File: config.mk
export PLATFORM = sky130hd
export DESIGN_NAME = start_length_frame_deframer
export DESIGN_NICKNAME = d
export VERILOG_FILES = /design/src/rtl/core/sld_pkg.sv /design/src/rtl/core/sld_state_mem.sv /design/src/rtl/core/sld_frame_logic.sv /design/src/rtl/core/start_length_frame_deframer.sv
export SDC_FILE = /design/constraint.sdc
export NUM_CORES = 1
export LEC_CHECK = 0
export ABC_AREA = 1
export BUFFER_PORTS_ARGS = -buffer_cell sky130_fd_sc_hd__buf_2
export CORE_MARGIN = 5
export CORE_UTILIZATION = 55
export CTS_CLUSTER_DIAMETER = 80
export DETAILED_ROUTE_END_ITERATION = 7
export GPL_TIMING_DRIVEN = 0
export PLACE_DENSITY = 0.76
export SLEW_MARGIN = 20
export SYNTH_ARGS = -nofsm -noshare
export SYNTH_HDL_FRONTEND = slang
export SYNTH_SLANG_ARGS = --single-unit
File: constraint.sdc
create_clock -name clk -period 3.4 [get_ports clk]
set_clock_uncertainty 0.05 [all_clocks]
set_input_delay 0.68 -clock clk [delete_from_list [all_inputs] [get_ports clk]]
set_output_delay 0.68 -clock clk [all_outputs]
set_load 0.005 [all_outputs]
File: src/rtl/core/sld_pkg.sv
// Shared types, constants and codes for the start/length frame deframer.
`default_nettype none

package sld_pkg;

    localparam int unsigned NUM_CHANNELS = 2;

    localparam int unsigned LEN_W   = 15;
    localparam int unsigned BYTE_W  = 8;

    localparam logic [BYTE_W-1:0] START_BYTE = 8'h68;
    localparam logic [BYTE_W-1:0] STOP_BYTE  = 8'h16;

    localparam logic [LEN_W-1:0] MIN_TOTAL    = 15'd12;
    localparam logic [LEN_W-1:0] LEN_ADD      = 15'd5;
    localparam int unsigned      LEN_SHIFT    = 2;
    localparam logic [13:0]      MIN_USER     = 14'd6;
    localparam logic [LEN_W-1:0] HEADER_BYTES = 15'd4;
    localparam logic [LEN_W-1:0] MAX_LEN_RST  = 15'd512;

    typedef enum logic [1:0] {
        ST_IGNORED  = 2'd0,
        ST_STORED   = 2'd1,
        ST_COMPLETE = 2'd2,
        ST_ABORTED  = 2'd3
    } frame_status_t;

    // Per-channel framing context, one memory word
    typedef struct packed {
        logic              in_frame;
        logic [LEN_W-1:0]  byte_count;
        logic [LEN_W-1:0]  expected_total;
        logic [BYTE_W-1:0] length_low_byte;
    } chan_state_t;

    // Per-beat report from the frame logic
    typedef struct packed {
        logic [LEN_W-1:0] position;
        frame_status_t    status;
        logic [LEN_W-1:0] total;
    } beat_report_t;

endpackage

`default_nettype wire

File: src/rtl/core/sld_state_mem.sv
// Per-channel context memory: registered read, valid bits, last-write bypass.
`default_nettype none

module sld_state_mem #(
    parameter int unsigned NUM_CHANNELS = sld_pkg::NUM_CHANNELS,
    parameter int unsigned ADDR_W       = (NUM_CHANNELS > 1) ? $clog2(NUM_CHANNELS) : 1
) (
    input  wire logic                 clk,
    input  wire logic                 rst_n,
    input  wire logic                 rd_en,
    input  wire logic [ADDR_W-1:0]    rd_addr,
    output sld_pkg::chan_state_t      rd_data,
    input  wire logic                 wr_en,
    input  wire logic [ADDR_W-1:0]    wr_addr,
    input  wire sld_pkg::chan_state_t wr_data
);

    sld_pkg::chan_state_t ram_reg [NUM_CHANNELS];
    logic [NUM_CHANNELS-1:0] valid_reg;

    sld_pkg::chan_state_t rdata_reg;
    logic                 rvalid_reg;
    logic [ADDR_W-1:0]    raddr_reg;

    // Last write; always the newest copy of its entry
    sld_pkg::chan_state_t byp_data_reg;
    logic [ADDR_W-1:0]    byp_addr_reg;
    logic                 byp_valid_reg;

    always_ff @(posedge clk)
    begin
        if (wr_en)
        begin
            ram_reg[wr_addr] <= wr_data;
        end
        if (rd_en)
        begin
            rdata_reg <= ram_reg[rd_addr];
        end
    end

    always_ff @(posedge clk or negedge rst_n)
    begin
        if (!rst_n)
        begin
            valid_reg     <= '0;
            rvalid_reg    <= 1'b0;
            raddr_reg     <= '0;
            byp_valid_reg <= 1'b0;
            byp_addr_reg  <= '0;
        end
        else
        begin
            if (wr_en)
            begin
                valid_reg[wr_addr] <= 1'b1;
                byp_valid_reg      <= 1'b1;
                byp_addr_reg       <= wr_addr;
            end
            if (rd_en)
            begin
                rvalid_reg <= valid_reg[rd_addr];
                raddr_reg  <= rd_addr;
            end
        end
    end

    always_ff @(posedge clk)
    begin
        if (wr_en)
        begin
            byp_data_reg <= wr_data;
        end
    end

    always_comb
    begin
        if (byp_valid_reg && (byp_addr_reg == raddr_reg))
        begin
            rd_data = byp_data_reg;
        end
        else if (rvalid_reg)
        begin
            rd_data = rdata_reg;
        end
        else
        begin
            rd_data = '0;
        end
    end

endmodule

`default_nettype wire

File: src/rtl/core/sld_frame_logic.sv
// Framing rules: next channel context and beat report from one byte.
`default_nettype none

module sld_frame_logic (
    input  wire sld_pkg::chan_state_t          cur,
    input  wire logic [sld_pkg::BYTE_W-1:0]    data_byte,
    input  wire logic [sld_pkg::LEN_W-1:0]     max_len,
    output sld_pkg::chan_state_t               nxt,
    output sld_pkg::beat_report_t              report
);

    logic [15:0]               len_word;
    logic [13:0]               len_field;
    logic [sld_pkg::LEN_W-1:0] count_inc;

    always_comb
    begin
        len_word  = {data_byte, cur.length_low_byte};
        len_field = len_word[15:sld_pkg::LEN_SHIFT];
        count_inc = cur.byte_count + 15'd1;

        nxt             = cur;
        report.position = '0;
        report.status   = sld_pkg::ST_IGNORED;
        report.total    = '0;

        if (!cur.in_frame)
        begin
            if (data_byte == sld_pkg::START_BYTE)
            begin
                nxt.in_frame       = 1'b1;
                nxt.byte_count     = 15'd1;
                nxt.expected_total = '0;
                report.status      = sld_pkg::ST_STORED;
            end
        end
        else
        begin
            report.position = cur.byte_count;
            priority if (cur.byte_count >= max_len)
            begin
                report.status = sld_pkg::ST_ABORTED;
            end
            else if (cur.byte_count <= 15'd1)
            begin
                nxt.length_low_byte = data_byte;
                nxt.byte_count      = 15'd2;
                report.status       = sld_pkg::ST_STORED;
            end
            else if (cur.byte_count == 15'd2)
            begin
                nxt.expected_total = (len_field < sld_pkg::MIN_USER) ? '0
                                   : {1'b0, len_field} + sld_pkg::LEN_ADD;
                nxt.byte_count     = 15'd3;
                report.status      = sld_pkg::ST_STORED;
            end
            else if (cur.byte_count == 15'd3)
            begin
                if ((data_byte != sld_pkg::START_BYTE)
                    || (cur.expected_total < sld_pkg::MIN_TOTAL)
                    || (cur.expected_total > max_len))
                begin
                    report.status = sld_pkg::ST_ABORTED;
                end
                else
                begin
                    nxt.byte_count = sld_pkg::HEADER_BYTES;
                    report.status  = sld_pkg::ST_STORED;
                end
            end
            else
            begin
                nxt.byte_count = count_inc;
                if ((cur.expected_total != '0) && (count_inc >= cur.expected_total))
                begin
                    if (data_byte == sld_pkg::STOP_BYTE)
                    begin
                        report.status = sld_pkg::ST_COMPLETE;
                        report.total  = cur.expected_total;
                    end
                    else
                    begin
                        report.status = sld_pkg::ST_ABORTED;
                    end
                end
                else
                begin
                    report.status = sld_pkg::ST_STORED;
                end
            end

            // Frame over either way: back to hunting
            if ((report.status == sld_pkg::ST_ABORTED)
                || (report.status == sld_pkg::ST_COMPLETE))
            begin
                nxt = '0;
            end
        end
    end

endmodule

`default_nettype wire

File: src/rtl/core/start_length_frame_deframer.sv
// Top level of the start/length frame deframer.
//
//   channel   | direction | handshake            | payload
//   ----------+-----------+----------------------+--------------------------------------
//   input     | in        | in_valid / in_ready  | channel, data_byte
//   result    | out       | out_valid/ out_ready | out_channel, out_byte, byte_position,
//             |           |                      | frame_status, frame_len
//   config    | in        | cfg_wr_en            | cfg_wr_data (max_frame_len)
//
// One beat per cycle while out_ready keeps the output draining; each beat's
// context is read at acceptance into the update stage, and its update goes
// into the output register when that stage moves on.
// The per-channel context read-modify-write sets the rate; a bypass of the
// last write lets same-channel beats follow each other back to back.
// Reset clears all contexts at once through per-entry valid bits; no sweep.
// A stall on out_ready holds the update stage; one more beat can be taken
// while the output register is full, then in_ready drops.
`default_nettype none

module start_length_frame_deframer #(
    parameter int unsigned NUM_CHANNELS = sld_pkg::NUM_CHANNELS
) (
    input  wire logic                          clk,
    input  wire logic                          rst_n,

    input  wire logic                          in_valid,
    output logic                               in_ready,
    input  wire logic                          channel,
    input  wire logic [sld_pkg::BYTE_W-1:0]    data_byte,

    output logic                               out_valid,
    input  wire logic                          out_ready,
    output logic                               out_channel,
    output logic [sld_pkg::BYTE_W-1:0]         out_byte,
    output logic [sld_pkg::LEN_W-1:0]          byte_position,
    output logic [1:0]                         frame_status,
    output logic [sld_pkg::LEN_W-1:0]          frame_len,

    input  wire logic                          cfg_wr_en,
    input  wire logic [sld_pkg::LEN_W-1:0]     cfg_wr_data
);

    localparam int unsigned ADDR_W = (NUM_CHANNELS > 1) ? $clog2(NUM_CHANNELS) : 1;

    // Config register
    logic [sld_pkg::LEN_W-1:0] max_len_reg;

    // Update stage (context read is in flight into it)
    logic                       s1_valid_reg, s1_valid_next;
    logic                       s1_channel_reg;
    logic [sld_pkg::BYTE_W-1:0] s1_byte_reg;
    logic [ADDR_W-1:0]          s1_addr_reg;

    // Output register
    logic                        out_valid_reg, out_valid_next;
    logic                        out_channel_reg;
    logic [sld_pkg::BYTE_W-1:0]  out_byte_reg;
    sld_pkg::beat_report_t       out_report_reg;

    logic                  in_beat;
    logic                  s1_go;
    logic [ADDR_W-1:0]     in_addr;
    sld_pkg::chan_state_t  ctx_cur;
    sld_pkg::chan_state_t  ctx_nxt;
    sld_pkg::beat_report_t report;

    assign s1_go    = s1_valid_reg && (!out_valid_reg || out_ready);
    assign in_ready = !s1_valid_reg || s1_go;
    assign in_beat  = in_valid && in_ready;

    // Channels without their own context share channel 0
    assign in_addr = (32'(channel) < NUM_CHANNELS) ? ADDR_W'(channel) : '0;

    sld_state_mem #(
        .NUM_CHANNELS (NUM_CHANNELS),
        .ADDR_W       (ADDR_W)
    ) u_mem (
        .clk     (clk),
        .rst_n   (rst_n),
        .rd_en   (in_beat),
        .rd_addr (in_addr),
        .rd_data (ctx_cur),
        .wr_en   (s1_go),
        .wr_addr (s1_addr_reg),
        .wr_data (ctx_nxt)
    );

    sld_frame_logic u_logic (
        .cur       (ctx_cur),
        .data_byte (s1_byte_reg),
        .max_len   (max_len_reg),
        .nxt       (ctx_nxt),
        .report    (report)
    );

    always_comb
    begin
        s1_valid_next = s1_valid_reg;
        if (in_beat)
        begin
            s1_valid_next = 1'b1;
        end
        else if (s1_go)
        begin
            s1_valid_next = 1'b0;
        end

        out_valid_next = out_valid_reg;
        if (s1_go)
        begin
            out_valid_next = 1'b1;
        end
        else if (out_ready)
        begin
            out_valid_next = 1'b0;
        end
    end

    always_ff @(posedge clk or negedge rst_n)
    begin
        if (!rst_n)
        begin
            max_len_reg   <= sld_pkg::MAX_LEN_RST;
            s1_valid_reg  <= 1'b0;
            out_valid_reg <= 1'b0;
        end
        else
        begin
            if (cfg_wr_en)
            begin
                max_len_reg <= cfg_wr_data;
            end
            s1_valid_reg  <= s1_valid_next;
            out_valid_reg <= out_valid_next;
        end
    end

    always_ff @(posedge clk)
    begin
        if (in_beat)
        begin
            s1_channel_reg <= channel;
            s1_byte_reg    <= data_byte;
            s1_addr_reg    <= in_addr;
        end
        if (s1_go)
        begin
            out_channel_reg <= s1_channel_reg;
            out_byte_reg    <= s1_byte_reg;
            out_report_reg  <= report;
        end
    end

    assign out_valid     = out_valid_reg;
    assign out_channel   = out_channel_reg;
    assign out_byte      = out_byte_reg;
    assign byte_position = out_report_reg.position;
    assign frame_status  = out_report_reg.status;
    assign frame_len     = out_report_reg.total;

endmodule

`default_nettype wire

==> results.md <==
* Residual DRC at 0
* Async SR Flop Fraction at 0.104
* DP Area at 12,200 um^2
* Internal power at 0.00731 W
* I/O pin cnt at 72
* Post-synthesis compound-gate area fraction at 0.0698
* Share of layout cells above drive strength 1 at 0.226
* Tmin final at 4100 ps
* Clock power share at 0.225
* RSZ-0062 raised after global routing: yes
* Max cap viols at 0
* Syn avg cell area at 9.42 um^2
* Switching power at 0.00470 W
* Syn. warnings at 0
* Crit path launch: u_mem.byp_valid_reg$_DFFE_PN0P_
* Endpoint class of the critical path: register
* Clock-pin slew on the worst setup and hold paths at 60 ps
* Sequential power share at 0.328
* Vias per cell at 5.83
* Xor/xnor cell area share of the yosys netlist at 0.00773
* Initial DRC count at 990
* Routability cong. at 0.977
* Distinct cells, synth at 41
* Outcome: finished with violations
* Drt pass-1 iters at 5
* Vias at 9,502
* Final instance area at 14,200 um^2
* Max VDD drop at 0.000648 V
* Fmax at 244 MHz
* Main synth FF type: edfxtp_1
* Worst stage delay on the critical path at 360 ps
* Initial antenna violation count at 0
* WP data arrival at 4380 ps
* Flops & latches, synth at 221
* Largest register FFs at 74
* Largest net degree at the start of global routing at 42
* Drt total wl at 33.5 mm
* Core Area at 20,200 um^2
* Setup ws final at -703 ps
* Synth Area in Simple Gates at 0.221
* HPWL Detailed at 22.2 mm
* Fillers at 1,469
* CP delay by family, top: simple AND/OR/NAND/NOR gates
* Gate Count Post-Synth at 1,203
* Pre-CTS setup slack at -1250 ps
* Global-route wire length before repair at 50.9 mm
* Synthesis-to-finish area growth at 25.4%
* Most frequent cells in the layout: nand2_1, edfxtp_1, inv_1
* Sw Share at 0.391
* ANT cells at 0
* TritonCTS clock tree: done
* Total track usage at 0.274
* EDFF count, synth at 198
* Final Cycle Share at 1.21
* Routed len/inst at 20.5 um
* Total congestion overflow at 0
* Largest family of logic cells by synthesized area: simple AND/OR/NAND/NOR gates
* Die area at 23,600 um^2
* Vias in the first global route at 9,172
* CTS Root Cell: clkbuf_16
* Pwr per Cell Area at 845 nW/um^2
* Sequential area share after synthesis at 0.576
* Post-CTS Hold Buffers at 0
* Logic pwr share at 0.447
* Max-slew headroom at 0.295
* TritonCTS buffer count at 24
* Final Util at 0.702
* Die W at 154 um
* Max-slew violations at 0
* Worst-Skew Late Latency at 520 ps
* Tot Pwr at 0.0120 W
* Failing checks: negative setup slack
* Crit path buffers/inverters at 7
* Worst path required time at 3680 ps
* Hold_ws at 103 ps
* Fin nets at 1,419
* Die Y-Extent at 154 um
* Mapped cell area at 11,300 um^2
* Hold/Removal Path Class: primary input to async pin
* Reg-to-Reg Start: u_mem.byp_valid_reg$_DFFE_PN0P_
* Post-detailed-route count of antenna-violating nets at 0
* Crit Path Max Fanout at 9
* Row count at 52
* Adder-cell share of the synthesized area at 0.0541
* Setup violators final at 128
* CTS Sinks at 221
* Max clock buf depth at 3
* PortBufs at 70
* CTS H-tree depth at 1
* Mux cell area share after synthesis at 0.000994
* Leakage at 6.33 nW
* Post-Syn Nets at 1,281
* Critical path class: register to register
* Worst slew pin tran at 1060 ps
* Starting Density at 0.560
* Slowest cell on the critical path: dfrtp_1
* Commonest non-fill, non-tap cell in the layout: nand2_1
* CP Launch Type: register
* Hold Fails Final Rpt at 0
## power groups by stage
stage               clock network, W  registers (W)  logic [W]
global route                 0.00285        0.00398    0.00579
global placement                   0        0.00399    0.00373
detailed placement                 0        0.00399    0.00388
CTS                          0.00272        0.00393    0.00501
finish                       0.00270        0.00394    0.00537
floorplan                          0        0.00397    0.00265
## layer usage
metal / wire length (um) / track usage
met1: 12300 / 0.352
met3: 3040 / 0.0422
met5: 0 / 0
met2: 16200 / 0.469
met4: 1930 / 0.110
## through the flow
step | instances | TNS [ps]
after floorplan | 1203 | -2940
after global routing | 1629 | -97500
after detailed placement | 1547 | -119980
final | 1629 | -80330
after CTS | 1626 | -57090
after global placement | 1543 | -218140
## worst reg2reg max path, stage by stage (launching register included)
cell	delay (ps)
dfrtp_1	360
buf_2	260
nand3_4	150
buf_8	170
buf_12	150
nand2_8	80
nand2_8	80
inv_6	80
ha_4	130
nand2_4	70
nor2_4	140
nand2_4	90
nor2_4	160
buf_12	150
nand2_8	60
xor2_4	200
ha_4	250
a21oi_2	140
o21ai_1	90
a21oi_2	130
nand3_2	100
nand2_2	80
nand2_2	70
nand3_4	100
nand3_4	100
buf_4	190
buf_12	140
o22ai_2	170
## logic make-up after synthesis
group / count (synthesis)
XOR/XNOR: 10
multiplexers: 1
adder cells (fa/ha/maj): 49
buffers and inverters: 195
flip-flops: 221
AO/OA/AOI/OAI: 131
AND/OR/NAND/NOR: 596
## cell type report
type | instances | area, um^2 | area share
multi-input cells | 787 | 4790 | 0.337
plain buffers | 43 | 299 | 0.0210
clock inverters | 12 | 125 | 0.00881
flip-flops and latches | 221 | 6520 | 0.459
inverters | 149 | 574 | 0.0404
clock buffers | 32 | 703 | 0.0495
repair buffers | 115 | 855 | 0.0601
well taps | 270 | 338 | 0.0238
## Yosys cell counts (3+ instances only)
library cell  count  area share
a21oi_1          27       0.012
buf_1             7      0.0023
buf_2            15      0.0066
buf_6             5      0.0050
clkbuf_1         17      0.0056
dfrtp_1          22       0.049
edfxtp_1        198        0.52
ha_1             49       0.054
inv_1           148       0.049
nand2_1         398        0.13
nand3_1          35       0.015
nand4_1          48       0.027
nor2_1           87       0.029
nor2_2            3      0.0017
nor3_1            6      0.0027
o21ai_0          54       0.024
o21ai_1          11      0.0049
o21ai_2           4      0.0031
o21bai_1          6      0.0040
o22ai_1          12      0.0066
o22ai_2          10       0.011
or2_2             3      0.0017
xor2_1           10      0.0077
## final timing paths
check,to,slack [ps],cells after the start
min,max_len_reg[0]$_DFFE_PN0P_,100,1
max,u_mem.ram_reg[0][29]$_DFFE_PP_,-700,27
min in group clk,s1_byte_reg[6]$_DFFE_PP_,280,1
max in group asynchronous,u_mem.rvalid_reg$_DFFE_PN0P_,2800,1
max reg2reg,u_mem.ram_reg[0][29]$_DFFE_PP_,-700,27
min reg2reg,out_byte[3]$_DFFE_PP_,410,0
## timing repair
| action | 4_1_cts | 5_1_grt |
|---|---|---|
| buffers inserted | 35 | 3 |
| pin swaps | 27 | 20 |
| cloned | 2 | 2 |
| resized for setup | 146 | 48 |
| setup endpoints to repair | 128 | 128 |
(Power assumes the default switching activity.)
